===== config.mk =====
export PLATFORM = sky130hd
export DESIGN_NAME = dtse_ctrl
export DESIGN_NICKNAME = d
export VERILOG_FILES = /design/src/sv/dtse_pkg.sv /design/src/sv/dtse_ctrl.sv
export SDC_FILE = /design/constraint.sdc
export NUM_CORES = 1
export LEC_CHECK = 0
export BUFFER_PORTS_ARGS = -buffer_cell sky130_fd_sc_hd__clkbuf_2
export CORE_MARGIN = 2
export CORE_UTILIZATION = 50
export DETAILED_ROUTE_END_ITERATION = 10
export GPL_ROUTABILITY_DRIVEN = 0
export HOLD_SLACK_MARGIN = 0.08
export PLACE_DENSITY = 0.73
export SETUP_SLACK_MARGIN = 0.02
export SYNTH_ARGS = -nofsm -noshare
export SYNTH_HDL_FRONTEND = slang
export SYNTH_SLANG_ARGS = --single-unit
export TNS_END_PERCENT = 5

===== constraint.sdc =====
create_clock -name aclk -period 2.6 [get_ports aclk]
set_input_delay 0.26 -clock aclk [delete_from_list [all_inputs] [get_ports aclk]]
set_output_delay 0.26 -clock aclk [all_outputs]
set_load 0.02 [all_outputs]

===== src/sv/dtse_pkg.sv =====
`timescale 1ns / 1ps
// ----------------------------------------------------------------------------
// dtse_pkg
// Shared sizes, codes, types and the controller/datapath command set of the
// DAG topological sort engine.
// ----------------------------------------------------------------------------
package dtse_pkg;

    localparam int MAX_VERTICES = 64;
    localparam int MAX_EDGES    = 256;
    localparam int KEY_W        = 32;
    localparam int VID_W        = $clog2(MAX_VERTICES);
    localparam int VCNT_W       = $clog2(MAX_VERTICES + 1);
    localparam int EIDX_W       = $clog2(MAX_EDGES);
    localparam int EPTR_W       = $clog2(MAX_EDGES + 1);

    localparam logic [EPTR_W-1:0] EDGE_END = EPTR_W'(MAX_EDGES);

    // Request kinds
    localparam logic [1:0] REQ_ADD  = 2'd0;
    localparam logic [1:0] REQ_SORT = 2'd1;
    localparam logic [1:0] REQ_SUCC = 2'd2;
    localparam logic [1:0] REQ_LIST = 2'd3;

    // Result status codes
    localparam logic [1:0] ST_OK    = 2'd0;
    localparam logic [1:0] ST_VFULL = 2'd1;
    localparam logic [1:0] ST_EFULL = 2'd2;
    localparam logic [1:0] ST_NONE  = 2'd3;

    // Search colours
    localparam logic [1:0] COL_WHITE = 2'd0;
    localparam logic [1:0] COL_GRAY  = 2'd1;
    localparam logic [1:0] COL_BLACK = 2'd2;

    typedef enum logic [5:0] {
        OP_NONE, OP_ACCEPT, OP_LK_RD, OP_LK_CMP, OP_AH_RD, OP_E_LOAD,
        OP_ED_RD, OP_E_NEXT, OP_INS_A, OP_INS_B, OP_LINK, OP_LINK_TAIL,
        OP_LINK_END, OP_EMIT_CODE, OP_SET_SORTED, OP_SORT_INIT, OP_CLR,
        OP_IDX_CLR, OP_IDX_INC, OP_VO_RD, OP_ROOT_COL, OP_ROOT_GRAY,
        OP_DS_SET, OP_FINISH, OP_POP, OP_DS_RD, OP_DS_T, OP_DS_PUSH,
        OP_FS_RD, OP_FS_WR, OP_VK_ORD, OP_EMIT_ORD, OP_VK_TGT, OP_EMIT_SUC
    } dp_op_t;

    typedef enum logic [5:0] {
        S_IDLE, S_LK_RD, S_LK_CMP, S_LK_DONE, S_DU_AH, S_DU_E, S_DU_CHK,
        S_DU_CMP, S_EF_CHK, S_INS_A, S_INS_B, S_LINK_RD, S_LINK,
        S_LINK_TAIL, S_LINK_END, S_EMIT_CODE, S_SU_AH, S_SU_E, S_SU_CHK,
        S_SU_ED, S_SU_VK, S_SU_EMIT, S_SORT_CHK, S_CLR, S_RT_RD, S_RT_COL,
        S_RT_CHK, S_RT_NEXT, S_DS_SET, S_DS, S_POP, S_DS_T, S_DS_C,
        S_CP_RD, S_CP_WR, S_LIST_CHK, S_EO_RD, S_EO_K, S_EO_EMIT
    } state_t;

    typedef struct packed {
        dp_op_t     op;
        logic [1:0] code;
    } cmd_t;

    typedef struct packed {
        logic [1:0] in_req;
        logic [1:0] req;
        logic       scan_end;
        logic       last_emit;
        logic       empty;
        logic       a_found;
        logic       b_found;
        logic       v_full;
        logic       e_full;
        logic       e_end;
        logic       tgt_hit;
        logic       head_end;
        logic       nxt_end;
        logic       color_white;
        logic       top_end;
        logic       sp_one;
        logic       out_free;
    } sts_t;

endpackage


===== src/sv/dtse_ctrl.sv =====
`timescale 1ns / 1ps
// ----------------------------------------------------------------------------
// dtse_ctrl
// Request sequencer: walks lookup, insert, search, copy and emit phases and
// issues at most one datapath command per cycle, waiting on a busy output.
// ----------------------------------------------------------------------------
module dtse_ctrl
    import dtse_pkg::*;
(
    input  logic aclk,
    input  logic aresetn,
    input  logic s_valid,
    output logic s_ready,
    input  sts_t sts,
    output cmd_t cmd
);

    state_t     state_reg, state_next;
    logic [1:0] code_reg, code_next;

    // State and pending status code
    always_ff @(posedge aclk) begin
        if (!aresetn) begin
            state_reg <= S_IDLE;
            code_reg  <= ST_OK;
        end else begin
            state_reg <= state_next;
            code_reg  <= code_next;
        end
    end

    // Next state
    always_comb begin
        state_next = state_reg;
        code_next  = code_reg;
        case (state_reg)
            S_IDLE: begin
                if (s_valid) begin
                    state_next = S_LK_RD;
                    if (sts.in_req == REQ_SORT) state_next = S_SORT_CHK;
                    if (sts.in_req == REQ_LIST) state_next = S_LIST_CHK;
                end
            end
            S_LK_RD:  state_next = sts.scan_end ? S_LK_DONE : S_LK_CMP;
            S_LK_CMP: state_next = S_LK_RD;
            S_LK_DONE: begin
                if (sts.req == REQ_SUCC) begin
                    if (sts.a_found) begin
                        state_next = S_SU_AH;
                    end else begin
                        code_next  = ST_NONE;
                        state_next = S_EMIT_CODE;
                    end
                end else if (sts.v_full) begin
                    code_next  = ST_VFULL;
                    state_next = S_EMIT_CODE;
                end else if (sts.a_found && sts.b_found) begin
                    state_next = S_DU_AH;
                end else begin
                    state_next = S_EF_CHK;
                end
            end
            S_DU_AH:  state_next = S_DU_E;
            S_DU_E:   state_next = S_DU_CHK;
            S_DU_CHK: state_next = sts.e_end ? S_EF_CHK : S_DU_CMP;
            S_DU_CMP: begin
                if (sts.tgt_hit) begin
                    code_next  = ST_OK;
                    state_next = S_EMIT_CODE;
                end else begin
                    state_next = S_DU_CHK;
                end
            end
            S_EF_CHK: begin
                if (sts.e_full) begin
                    code_next  = ST_EFULL;
                    state_next = S_EMIT_CODE;
                end else begin
                    state_next = S_INS_A;
                end
            end
            S_INS_A:     state_next = S_INS_B;
            S_INS_B:     state_next = S_LINK_RD;
            S_LINK_RD:   state_next = S_LINK;
            S_LINK:      state_next = sts.head_end ? S_LINK_END : S_LINK_TAIL;
            S_LINK_TAIL: state_next = S_LINK_END;
            S_LINK_END: begin
                code_next  = ST_OK;
                state_next = S_EMIT_CODE;
            end
            S_EMIT_CODE: if (sts.out_free) state_next = S_IDLE;
            S_SU_AH: state_next = S_SU_E;
            S_SU_E:  state_next = S_SU_CHK;
            S_SU_CHK: begin
                if (sts.e_end) begin
                    code_next  = ST_NONE;
                    state_next = S_EMIT_CODE;
                end else begin
                    state_next = S_SU_ED;
                end
            end
            S_SU_ED: state_next = S_SU_VK;
            S_SU_VK: state_next = S_SU_EMIT;
            S_SU_EMIT: begin
                if (sts.out_free) state_next = sts.nxt_end ? S_IDLE : S_SU_ED;
            end
            S_SORT_CHK: begin
                if (sts.empty) begin
                    code_next  = ST_NONE;
                    state_next = S_EMIT_CODE;
                end else begin
                    state_next = S_CLR;
                end
            end
            S_CLR:     state_next = sts.scan_end ? S_RT_RD : S_CLR;
            S_RT_RD:   state_next = sts.scan_end ? S_CP_RD : S_RT_COL;
            S_RT_COL:  state_next = S_RT_CHK;
            S_RT_CHK:  state_next = sts.color_white ? S_DS_SET : S_RT_RD;
            S_RT_NEXT: state_next = S_RT_RD;
            S_DS_SET:  state_next = S_DS;
            S_DS: begin
                if (sts.top_end) state_next = sts.sp_one ? S_RT_NEXT : S_POP;
                else             state_next = S_DS_T;
            end
            S_POP:     state_next = S_DS;
            S_DS_T:    state_next = S_DS_C;
            S_DS_C:    state_next = sts.color_white ? S_DS_SET : S_DS;
            S_CP_RD:   state_next = sts.scan_end ? S_LIST_CHK : S_CP_WR;
            S_CP_WR:   state_next = S_CP_RD;
            S_LIST_CHK: begin
                if (sts.empty) begin
                    code_next  = ST_NONE;
                    state_next = S_EMIT_CODE;
                end else begin
                    state_next = S_EO_RD;
                end
            end
            S_EO_RD: state_next = S_EO_K;
            S_EO_K:  state_next = S_EO_EMIT;
            S_EO_EMIT: begin
                if (sts.out_free) state_next = sts.last_emit ? S_IDLE : S_EO_RD;
            end
            default: state_next = S_IDLE;
        endcase
    end

    // Commands
    always_comb begin
        cmd.op   = OP_NONE;
        cmd.code = code_reg;
        s_ready  = 1'b0;
        case (state_reg)
            S_IDLE: begin
                s_ready = 1'b1;
                if (s_valid) cmd.op = OP_ACCEPT;
            end
            S_LK_RD:     if (!sts.scan_end) cmd.op = OP_LK_RD;
            S_LK_CMP:    cmd.op = OP_LK_CMP;
            S_DU_AH:     cmd.op = OP_AH_RD;
            S_DU_E:      cmd.op = OP_E_LOAD;
            S_DU_CHK:    if (!sts.e_end) cmd.op = OP_ED_RD;
            S_DU_CMP:    if (!sts.tgt_hit) cmd.op = OP_E_NEXT;
            S_INS_A:     cmd.op = OP_INS_A;
            S_INS_B:     cmd.op = OP_INS_B;
            S_LINK_RD:   cmd.op = OP_AH_RD;
            S_LINK:      cmd.op = OP_LINK;
            S_LINK_TAIL: cmd.op = OP_LINK_TAIL;
            S_LINK_END:  cmd.op = OP_LINK_END;
            S_EMIT_CODE: if (sts.out_free) cmd.op = OP_EMIT_CODE;
            S_SU_AH:     cmd.op = OP_AH_RD;
            S_SU_E:      cmd.op = OP_E_LOAD;
            S_SU_ED:     cmd.op = OP_ED_RD;
            S_SU_VK:     cmd.op = OP_VK_TGT;
            S_SU_EMIT:   if (sts.out_free) cmd.op = OP_EMIT_SUC;
            S_SORT_CHK:  cmd.op = sts.empty ? OP_SET_SORTED : OP_SORT_INIT;
            S_CLR:       cmd.op = sts.scan_end ? OP_IDX_CLR : OP_CLR;
            S_RT_RD:     cmd.op = sts.scan_end ? OP_IDX_CLR : OP_VO_RD;
            S_RT_COL:    cmd.op = OP_ROOT_COL;
            S_RT_CHK:    cmd.op = sts.color_white ? OP_ROOT_GRAY : OP_IDX_INC;
            S_RT_NEXT:   cmd.op = OP_IDX_INC;
            S_DS_SET:    cmd.op = OP_DS_SET;
            S_DS:        cmd.op = sts.top_end ? OP_FINISH : OP_DS_RD;
            S_POP:       cmd.op = OP_POP;
            S_DS_T:      cmd.op = OP_DS_T;
            S_DS_C:      if (sts.color_white) cmd.op = OP_DS_PUSH;
            S_CP_RD:     cmd.op = sts.scan_end ? OP_SET_SORTED : OP_FS_RD;
            S_CP_WR:     cmd.op = OP_FS_WR;
            S_LIST_CHK:  if (!sts.empty) cmd.op = OP_IDX_CLR;
            S_EO_RD:     cmd.op = OP_VO_RD;
            S_EO_K:      cmd.op = OP_VK_ORD;
            S_EO_EMIT:   if (sts.out_free) cmd.op = OP_EMIT_ORD;
            default:     cmd.op = OP_NONE;
        endcase
    end

    // Checks
    a_ready_idle: assert property (@(posedge aclk) disable iff (!aresetn)
        s_ready |-> state_reg == S_IDLE)
        else $error("ready outside idle");
    a_emit_free: assert property (@(posedge aclk) disable iff (!aresetn)
        (cmd.op == OP_EMIT_CODE || cmd.op == OP_EMIT_ORD || cmd.op == OP_EMIT_SUC)
        |-> sts.out_free)
        else $error("emit into busy output");
    a_accept_leaves: assert property (@(posedge aclk) disable iff (!aresetn)
        (s_valid && s_ready) |=> state_reg != S_IDLE)
        else $error("accepted transaction left idle");

endmodule


==> results of run 1 <==
where the power goes:
part / internal (mW) / switching [mW]
logic: 0.707 / 1.14
clock network: 0.101 / 0.0573
registers: 0.166 / 0.0683
final cells by class:
cell class	count	area, µm²
Inverter	10	37.5
Clock buffer	3	41.3
Timing Repair Buffer	54	355
Sequential cell	8	164
Tap cell	48	60.1
Fill cell	317	1450
Multi-Input combinational cell	256	1580
how the worst max path moves through the flow:
stage                              start     end  slack, ps
4_1_cts        state_reg[3]$_SDFFE_PN0P_  cmd[3]        100
6_report       state_reg[5]$_SDFFE_PN0P_  cmd[6]         30
2_1_floorplan  state_reg[0]$_SDFFE_PN0P_  cmd[3]        510
5_1_grt        state_reg[5]$_SDFFE_PN0P_  cmd[3]        0.7
3_5_place_dp   state_reg[3]$_SDFFE_PN0P_  cmd[3]        350
3_3_place_gp   state_reg[3]$_SDFFE_PN0P_  cmd[3]        380
cells in the mapped netlist (6+ instances only):
cell | number | area (µm²)
nand2b_1 | 10 | 62.6
o22ai_1 | 6 | 37.5
nand3_1 | 9 | 45.0
buf_2 | 17 | 85.1
nor3_1 | 12 | 60.1
o21ai_1 | 8 | 40.0
nand2_1 | 33 | 124
o21ai_0 | 13 | 65.1
dfxtp_1 | 8 | 160
nor2_1 | 20 | 75.1
nor2b_1 | 14 | 87.6
a21oi_1 | 29 | 145
inv_1 | 10 | 37.5
metal layers:
layer	up-vias	wire, µm	global-route usage
li1	1205	-	-
met1	1204	2760	0.469
met2	261	3150	0.524
met3	79	1070	0.121
met4	0	570	0.202
met5	-	0	0
through the flow:
stage,setup WS (ps),hold slack (ps),utilization,instance area (µm²),instances
floorplan,506,406,-,1930,304
global placement,376,465,0.592,2180,376
detailed placement,348,471,0.592,2180,376
CTS,101,349,0.603,2230,379
global route,0.697,351,0.606,2230,379
finish,28.8,352,0.606,2230,379
tightest hold or removal path: stages:
cell      delay, ps
clkbuf_2        130
o311ai_1         90
nand2_1          60
logic make-up after synthesis:
logic type,Yosys count
multiplexers,2
flip-flops,8
buffers and inverters,40
AND/OR/NAND/NOR,140
AO/OA/AOI/OAI,111
XOR/XNOR,3
==> flow_metrics.py, run 1 <==
metrics = {
    "setup_path": {
        "crit_arrival_ps": 2310,
        "worstSetupStartpointType": "register",
        "rrSetupSlack_ps": 200,
        "path_depth": 8,
        "reg2reg_depth": 7,
        "crit_path_top_delay_cell": "dfxtp_1",
        "cp_num_buf_inv": 2,
        "critPathRequiredTime_ps": 2340,
        "critPathMaxFanout": 15,
        "critPathTopFamily": "compound AO/OA/AOI/OAI gates",
        "reg2reg_from": "state_reg[5]$_SDFFE_PN0P_",
        "path_cells": "buf_4 -> nand3b_1 -> nor2_1 -> a21oi_1 -> o32ai_1 -> o21ai_1 -> nand4_1 -> clkbuf_2",
        "r2r_end": "state_reg[0]$_SDFFE_PN0P_",
        "cp-end-kind": "output pin",
        "critical_path.max_stage_delay_ps": 510,
        "crit_type": "reg2out",
    },
    "timing": {
        "fin_crit_sh": 0.989,
        "fin_tns_setup_ps": 0,
        "tightest_slew_ps": 567,
        "fin_skew_ps": 1.02,
        "rsz0062_at_grt": "true",
        "setup_viol": 0,
        "slew_viol_final": 0,
        "max_freq_ghz": 0.389,
        "fin_crit_ps": 2570,
        "relSlewSlack": 0.621,
        "hold_viol_final": 0,
    },
    "synth": {
        "synth_compound_area_frac": 0.394,
        "syn_inst": 304,
        "synth_simple_gate_area_share": 0.396,
        "ys_async_sr_fraction": 0,
        "yosys.area_share.xor_xnor": 0.0136,
        "synth_cell_types": 69,
        "synthFlopType": "dfxtp_1",
        "synth-seq-area-share": 0.0830,
        "yosysWarnings": 0,
        "ys_ff_latch": 8,
        "synthesis.nets": 326,
        "synth_top_family_by_area": "simple AND/OR/NAND/NOR gates",
        "synth_edf_count": 0,
        "synthMuxAreaShare": 0.0104,
        "syn_area_um2": 1930,
        "syn_area_per_cell_um2": 6.35,
        "synth_adder_area_share": 0,
    },
    "global_routing": {
        "antenna_found_initial": 0,
        "grt_pass1_vias": 2385,
        "grt.total_usage": 0.363,
        "grt_start_max_net_pins": 32,
        "grt_pass1_wl_um": 12100,
        "overflow": 0,
    },
    "pwr": {
        "p_per_area_nw_per_um2": 1000,
        "peakVddDrop_v": 0.000533,
        "leakage_nw": 0.891,
        "power_mw": 2.24,
    },
    "route": {
        "drtPass1Iterations": 5,
        "drt_wl_total_um": 7560,
        "drt_iter0_drc": 567,
        "vias": 2749,
        "via_per_inst": 7.25,
        "drc": 0,
        "final_antenna_net_count": 0,
        "wl_per_cell_um": 19.9,
    },
    "cts": {
        "cts-root-buf": "clkbuf_8",
        "htree_levels": 1,
        "cts_resized": 0,
        "path_clk_slew_ps": 50,
        "cts_num_sinks": 8,
        "ctsHoldBuffers": 0,
        "cts_buffers": 3,
        "clk_latency_ps": 230,
        "cts_tree": "done",
        "cts_buffer_depth": 2,
        "cts_post_setup_buffers_inserted": 0,
    },
    "cells_and_area": {
        "drive_gt1_frac": 0.211,
        "n_antenna_cell": 0,
        "fin_nets": 355,
        "largest_reg_flops": 6,
        "syn_to_final_growth_pct": 15.8,
        "final_common_cell": "nand2_1",
        "final_cell_mix": "nand2_1, clkbuf_2, a21oi_1",
    },
    "min_path": {
        "min_to": "state_reg[0]$_SDFFE_PN0P_",
        "worst_hold_startpoint": "aresetn",
        "hold_depth": 3,
        "hp-class": "in2reg",
    },
    "die": {
        "dieArea_um2": 4370,
        "die_h_um": 66.1,
        "die_w_um": 66.1,
        "start_util": 0.523,
        "ios": 31,
        "core_area_um2": 3690,
        "rows": 22,
    },
    "status": {
        "status": "complete, no violations",
    },
    "place": {
        "place_hpwl_um": 5550,
        "port_buffers": 30,
    },
    "job": {
        "drv_cap": 0,
    },
}
(Power assumes the default switching activity.)
==> run 2: changes to the inputs <==
Settings changed: CORE_UTILIZATION 50 to 58, PLACE_DENSITY 0.73 to 0.83.
==> flow_metrics.py, run 2 (same netlist as run 1, synthesis figures left out) <==
metrics = {
    "cells_and_area": {
        "final_cell_mix": "nand2_1, a21oi_1, clkbuf_2",
        "final_common_cell": "nand2_1",
        "seqCellArea_um2": 168,
        "syn_to_final_growth_pct": 14.8,
        "design_area_um2": 2210,
        "multiInputGateArea_um2": 1580,
        "fin_nets": 352,
        "drive_gt1_frac": 0.207,
        "layoutNonFillerInstCount": 372,
        "n_antenna_cell": 0,
        "largest_reg_flops": 6,
        "fillers": 278,
    },
    "timing": {
        "tightest_slew_ps": 669,
        "relSlewSlack": 0.552,
        "final.setup.worst_slack_ps": 48.2,
        "holdWs_ps": 332,
        "fin_crit_ps": 2550,
        "fin_crit_sh": 0.981,
        "fin_skew_ps": 5.89,
        "max_freq_ghz": 0.392,
        "fin_tns_setup_ps": 0,
        "setup_viol": 0,
        "slew_viol_final": 0,
        "hold_viol_final": 0,
    },
    "die": {
        "start_util": 0.622,
        "rows": 20,
        "core_area_um2": 3100,
        "die_w_um": 61.7,
        "ios": 31,
        "die_h_um": 61.7,
        "dieArea_um2": 3800,
    },
    "route": {
        "drc": 0,
        "dr.max_layer_used": "met4",
        "via_per_inst": 7.45,
        "wl_met1_um": 2740,
        "wl_per_cell_um": 20.2,
        "wl_met2_um": 3230,
        "drt_iter0_drc": 560,
        "vias": 2771,
        "drt_wl_total_um": 7510,
        "final_antenna_net_count": 0,
        "drtPass1Iterations": 8,
        "wl_met3_um": 1110,
    },
    "setup_path": {
        "critPathMaxFanout": 5,
        "critPathRequiredTime_ps": 2340,
        "cp_num_buf_inv": 1,
        "crit_path_top_delay_cell": "or4_1",
        "critical_path.max_stage_delay_ps": 550,
        "cp-end-kind": "output pin",
        "path_cells": "nor4bb_1 -> and3_1 -> a31o_1 -> a31oi_1 -> o21ai_1 -> or4_1 -> buf_4",
        "crit_type": "reg2out",
        "crit_arrival_ps": 2290,
        "worstSetupStartpointType": "register",
        "critPathTopFamily": "simple AND/OR/NAND/NOR gates",
    },
    "cts": {
        "cts_buffers": 3,
        "cts_buffer_depth": 2,
        "cts-root-buf": "clkbuf_4",
        "htree_levels": 1,
        "clk_latency_ps": 260,
        "cts_num_sinks": 8,
        "path_clk_slew_ps": 70,
        "cts_tree": "done",
    },
    "pwr": {
        "switching_share": 0.579,
        "p_per_area_nw_per_um2": 984,
        "clkPwrFrac": 0.048,
        "netSwitchingPower_mw": 1.26,
        "peakVddDrop_v": 0.000585,
        "pwr-share-comb": 0.847,
        "p_seq_frac": 0.105,
        "intPower_mw": 0.918,
        "leakage_nw": 0.873,
    },
    "global_routing": {
        "grt_start_max_net_pins": 40,
        "overflow": 0,
        "antenna_found_initial": 0,
        "grt_pass1_wl_um": 11300,
        "grt.total_usage": 0.401,
        "grt_pass1_vias": 2321,
    },
    "job": {
        "drv_cap": 0,
    },
    "min_path": {
        "hp-class": "in2reg",
    },
    "place": {
        "port_buffers": 30,
        "place_hpwl_um": 5290,
        "dp_cells": 367,
        "pre_cts_ws_ps": 282,
        "placed_area_um2": 2140,
    },
    "status": {
        "status": "complete, no violations",
    },
}
## run 2: worst paths after layout
| path | start | endpoint | slack (ps) | cells past startpoint |
|---|---|---|---|---|
| max | state_reg[2]$_SDFFE_PN0P_ | cmd[3] | 50 | 7 |
| min | aresetn | code_reg[1]$_SDFFE_PN0P_ | 330 | 3 |
| min reg2reg | code_reg[0]$_SDFFE_PN0P_ | code_reg[0]$_SDFFE_PN0P_ | 490 | 2 |
| max reg2reg | state_reg[2]$_SDFFE_PN0P_ | state_reg[0]$_SDFFE_PN0P_ | 330 | 7 |
## run 2: layout make-up
cell class | instances | share of cell area
Clock buffer | 3 | 0.0102
Inverter | 10 | 0.0169
Multi-Input combinational cell | 256 | 0.714
Sequential cell | 8 | 0.0757
Tap cell | 44 | 0.0249
Timing Repair Buffer | 51 | 0.159
## run 2: power by group through the flow
stage	Combinational [mW]	Clock (mW)	Sequential, mW
6_report	1.85	0.104	0.229
5_1_grt	1.95	0.108	0.230
4_1_cts	1.70	0.102	0.225
3_5_place_dp	1.69	0	0.226
3_3_place_gp	1.67	0	0.225
2_1_floorplan	1.23	0	0.202
## run 2: timing repair
action / CTS / global route
pin swaps: 0 / 3
hold buffers: 0 / 0
endpoints found under the setup margin: 1 / 3
gates resized for setup: 2 / 11
setup buffers: 0 / 2
## run 2: through the flow
step,power (mW),utilization
2_1_floorplan,1.44,-
3_3_place_gp,1.89,0.690
3_5_place_dp,1.92,0.690
4_1_cts,2.03,0.698
5_1_grt,2.29,0.714
6_report,2.18,0.714
## run 2: per-layer routing
layer  vias up  GRT usage
met5         -          0
met4         0      0.152
met3        64      0.109
met2       278      0.592
met1      1234      0.553
li1       1195          -
## run 2: worst reg2reg max path, cell delays in order (launching register included)
cell and delay (ps):
dfxtp_1 530, buf_4 290, nor2b_1 130, nand3_1 190, o31ai_1 140, or3_1 440, o311ai_1 340, nand2_1 100
==> run 3: changes to the inputs <==
--- a/constraint.sdc
+++ b/constraint.sdc
@@ -3,2 +3,2 @@
 set_output_delay 0.26 -clock aclk [all_outputs]
-set_load 0.02 [all_outputs]
+set_load 0.01 [all_outputs]
==> flow_metrics.py, run 3 (same netlist as run 1, synthesis figures left out) <==
metrics = {
    "setup_path": {
        "crit_path_top_delay_cell": "or4_1",
        "cp_num_buf_inv": 2,
        "path_cells": "buf_4 -> or3b_4 -> o21ai_1 -> a31oi_2 -> o21ai_1 -> or4_1 -> clkbuf_2",
        "critPathTopFamily": "simple AND/OR/NAND/NOR gates",
        "worstSetupStartpointType": "register",
        "crit_arrival_ps": 2280,
        "crit_type": "reg2out",
        "rrSetupSlack_ps": 180,
        "critical_path.max_stage_delay_ps": 540,
        "r2r_end": "state_reg[0]$_SDFFE_PN0P_",
        "cp-end-kind": "output pin",
        "critPathRequiredTime_ps": 2340,
        "reg2reg_depth": 7,
        "cpMostUsedCell": "o21ai_1",
        "reg2reg_from": "state_reg[5]$_SDFFE_PN0P_",
        "critPathMaxFanout": 13,
    },
    "global_routing": {
        "grt_pass1_wl_um": 11500,
        "grt_start_max_net_pins": 21,
        "overflow": 0,
        "grt_pass1_vias": 2416,
        "grt.total_usage": 0.401,
        "antenna_found_initial": 0,
    },
    "cts": {
        "cts-root-buf": "clkbuf_4",
        "path_clk_slew_ps": 70,
        "clk_latency_ps": 280,
        "cts_buffer_depth": 2,
        "cts_num_sinks": 8,
        "cts_tree": "done",
        "cts_buffers": 3,
        "htree_levels": 1,
    },
    "cells_and_area": {
        "drive_gt1_frac": 0.210,
        "final_cell_mix": "nand2_1, clkbuf_2, a21oi_1",
        "fillers": 260,
        "final_common_cell": "nand2_1",
        "fin_nets": 352,
        "seqCellArea_um2": 164,
        "syn_to_final_growth_pct": 13.2,
        "n_antenna_cell": 0,
        "multiInputGateArea_um2": 1590,
        "largest_reg_flops": 6,
    },
    "timing": {
        "fin_skew_ps": 5.61,
        "fin_crit_sh": 0.978,
        "rsz0062_at_grt": "false",
        "max_freq_ghz": 0.393,
        "fin_tns_setup_ps": 0,
        "fin_crit_ps": 2540,
        "holdWs_ps": 323,
        "relSlewSlack": 0.512,
        "setup_viol": 0,
        "hold_viol_final": 0,
        "tightest_slew_ps": 730,
        "slew_viol_final": 0,
    },
    "die": {
        "core_area_um2": 3100,
        "ios": 31,
        "die_w_um": 61.7,
        "dieArea_um2": 3800,
        "rows": 20,
        "die_h_um": 61.7,
        "start_util": 0.622,
    },
    "route": {
        "vias": 2789,
        "wl_per_cell_um": 19.8,
        "drt_iter0_drc": 634,
        "via_per_inst": 7.50,
        "drtPass1Iterations": 6,
        "drt_wl_total_um": 7380,
        "drc": 0,
        "final_antenna_net_count": 0,
    },
    "min_path": {
        "min_to": "code_reg[0]$_SDFFE_PN0P_",
        "worst_hold_startpoint": "aresetn",
        "hp-class": "in2reg",
        "hold_depth": 3,
    },
    "place": {
        "place_hpwl_um": 5330,
        "port_buffers": 30,
    },
    "status": {
        "status": "complete, no violations",
    },
    "pwr": {
        "p_per_area_nw_per_um2": 959,
        "leakage_nw": 0.865,
        "peakVddDrop_v": 0.000617,
    },
    "job": {
        "drv_cap": 0,
    },
}
## run 3: where the power goes
group | internal, mW | total, mW | switching (mW)
clock network | 0.0537 | 0.111 | 0.0574
registers | 0.164 | 0.229 | 0.0646
logic | 0.667 | 1.75 | 1.09
## run 3: worst reg2reg max path, stage by stage, from the launching register on
cell and delay, ps:
dfxtp_2 440, buf_4 250, nand2b_1 300, nor2_1 150
a221oi_1 520, o2111ai_1 240, o311ai_1 290, nand2_1 120
## run 3: cell type report
type | instances | share of cell area
sequential | 8 | 0.0751
tap | 44 | 0.0252
multi-input combinational | 256 | 0.728
inverter | 10 | 0.0172
clock buffer | 3 | 0.0103
timing repair buffer | 51 | 0.144
## run 3: repair_timing
item	in CTS	in global routing
hold buffers	0	0
buffers inserted	0	1
resized for setup	0	9
setup endpoints to repair	0	4
## run 3: worst max path at each step
| stage | startpoint | endpoint | slack (ps) | cells after the start |
|---|---|---|---|---|
| 2_1_floorplan | state_reg[0]$_SDFFE_PN0P_ | cmd[3] | 570 | 8 |
| 3_3_place_gp | state_reg[5]$_SDFFE_PN0P_ | state_reg[0]$_SDFFE_PN0P_ | 260 | 7 |
| 3_5_place_dp | state_reg[5]$_SDFFE_PN0P_ | state_reg[0]$_SDFFE_PN0P_ | 240 | 7 |
| 4_1_cts | state_reg[5]$_SDFFE_PN0P_ | cmd[3] | 30 | 7 |
| 5_1_grt | state_reg[3]$_SDFFE_PN0P_ | cmd[3] | 20 | 8 |
| 6_report | state_reg[5]$_SDFFE_PN0P_ | cmd[3] | 60 | 7 |
## run 3: per-layer routing
layer  routed length (µm)  GRT usage  up-vias
met5                    0          0        -
met4                  638      0.198        0
met3                 1190      0.118      103
met2                 2950      0.577      303
met1                 2600      0.543     1186
li1                     -          -     1197
## run 3: per-stage QoR
| stage | worst slack, ps | instance area [µm²] | power, mW | cells | utilization |
|---|---|---|---|---|---|
| after floorplan | 568 | 1930 | 1.38 | 304 | - |
| after global placement | 258 | 2120 | 1.82 | 368 | 0.685 |
| after detailed placement | 239 | 2120 | 1.84 | 368 | 0.685 |
| after CTS | 26.4 | 2150 | 1.96 | 371 | 0.692 |
| after global routing | 17.4 | 2180 | 2.19 | 372 | 0.704 |
| final | 56.7 | 2180 | 2.09 | 372 | 0.704 |
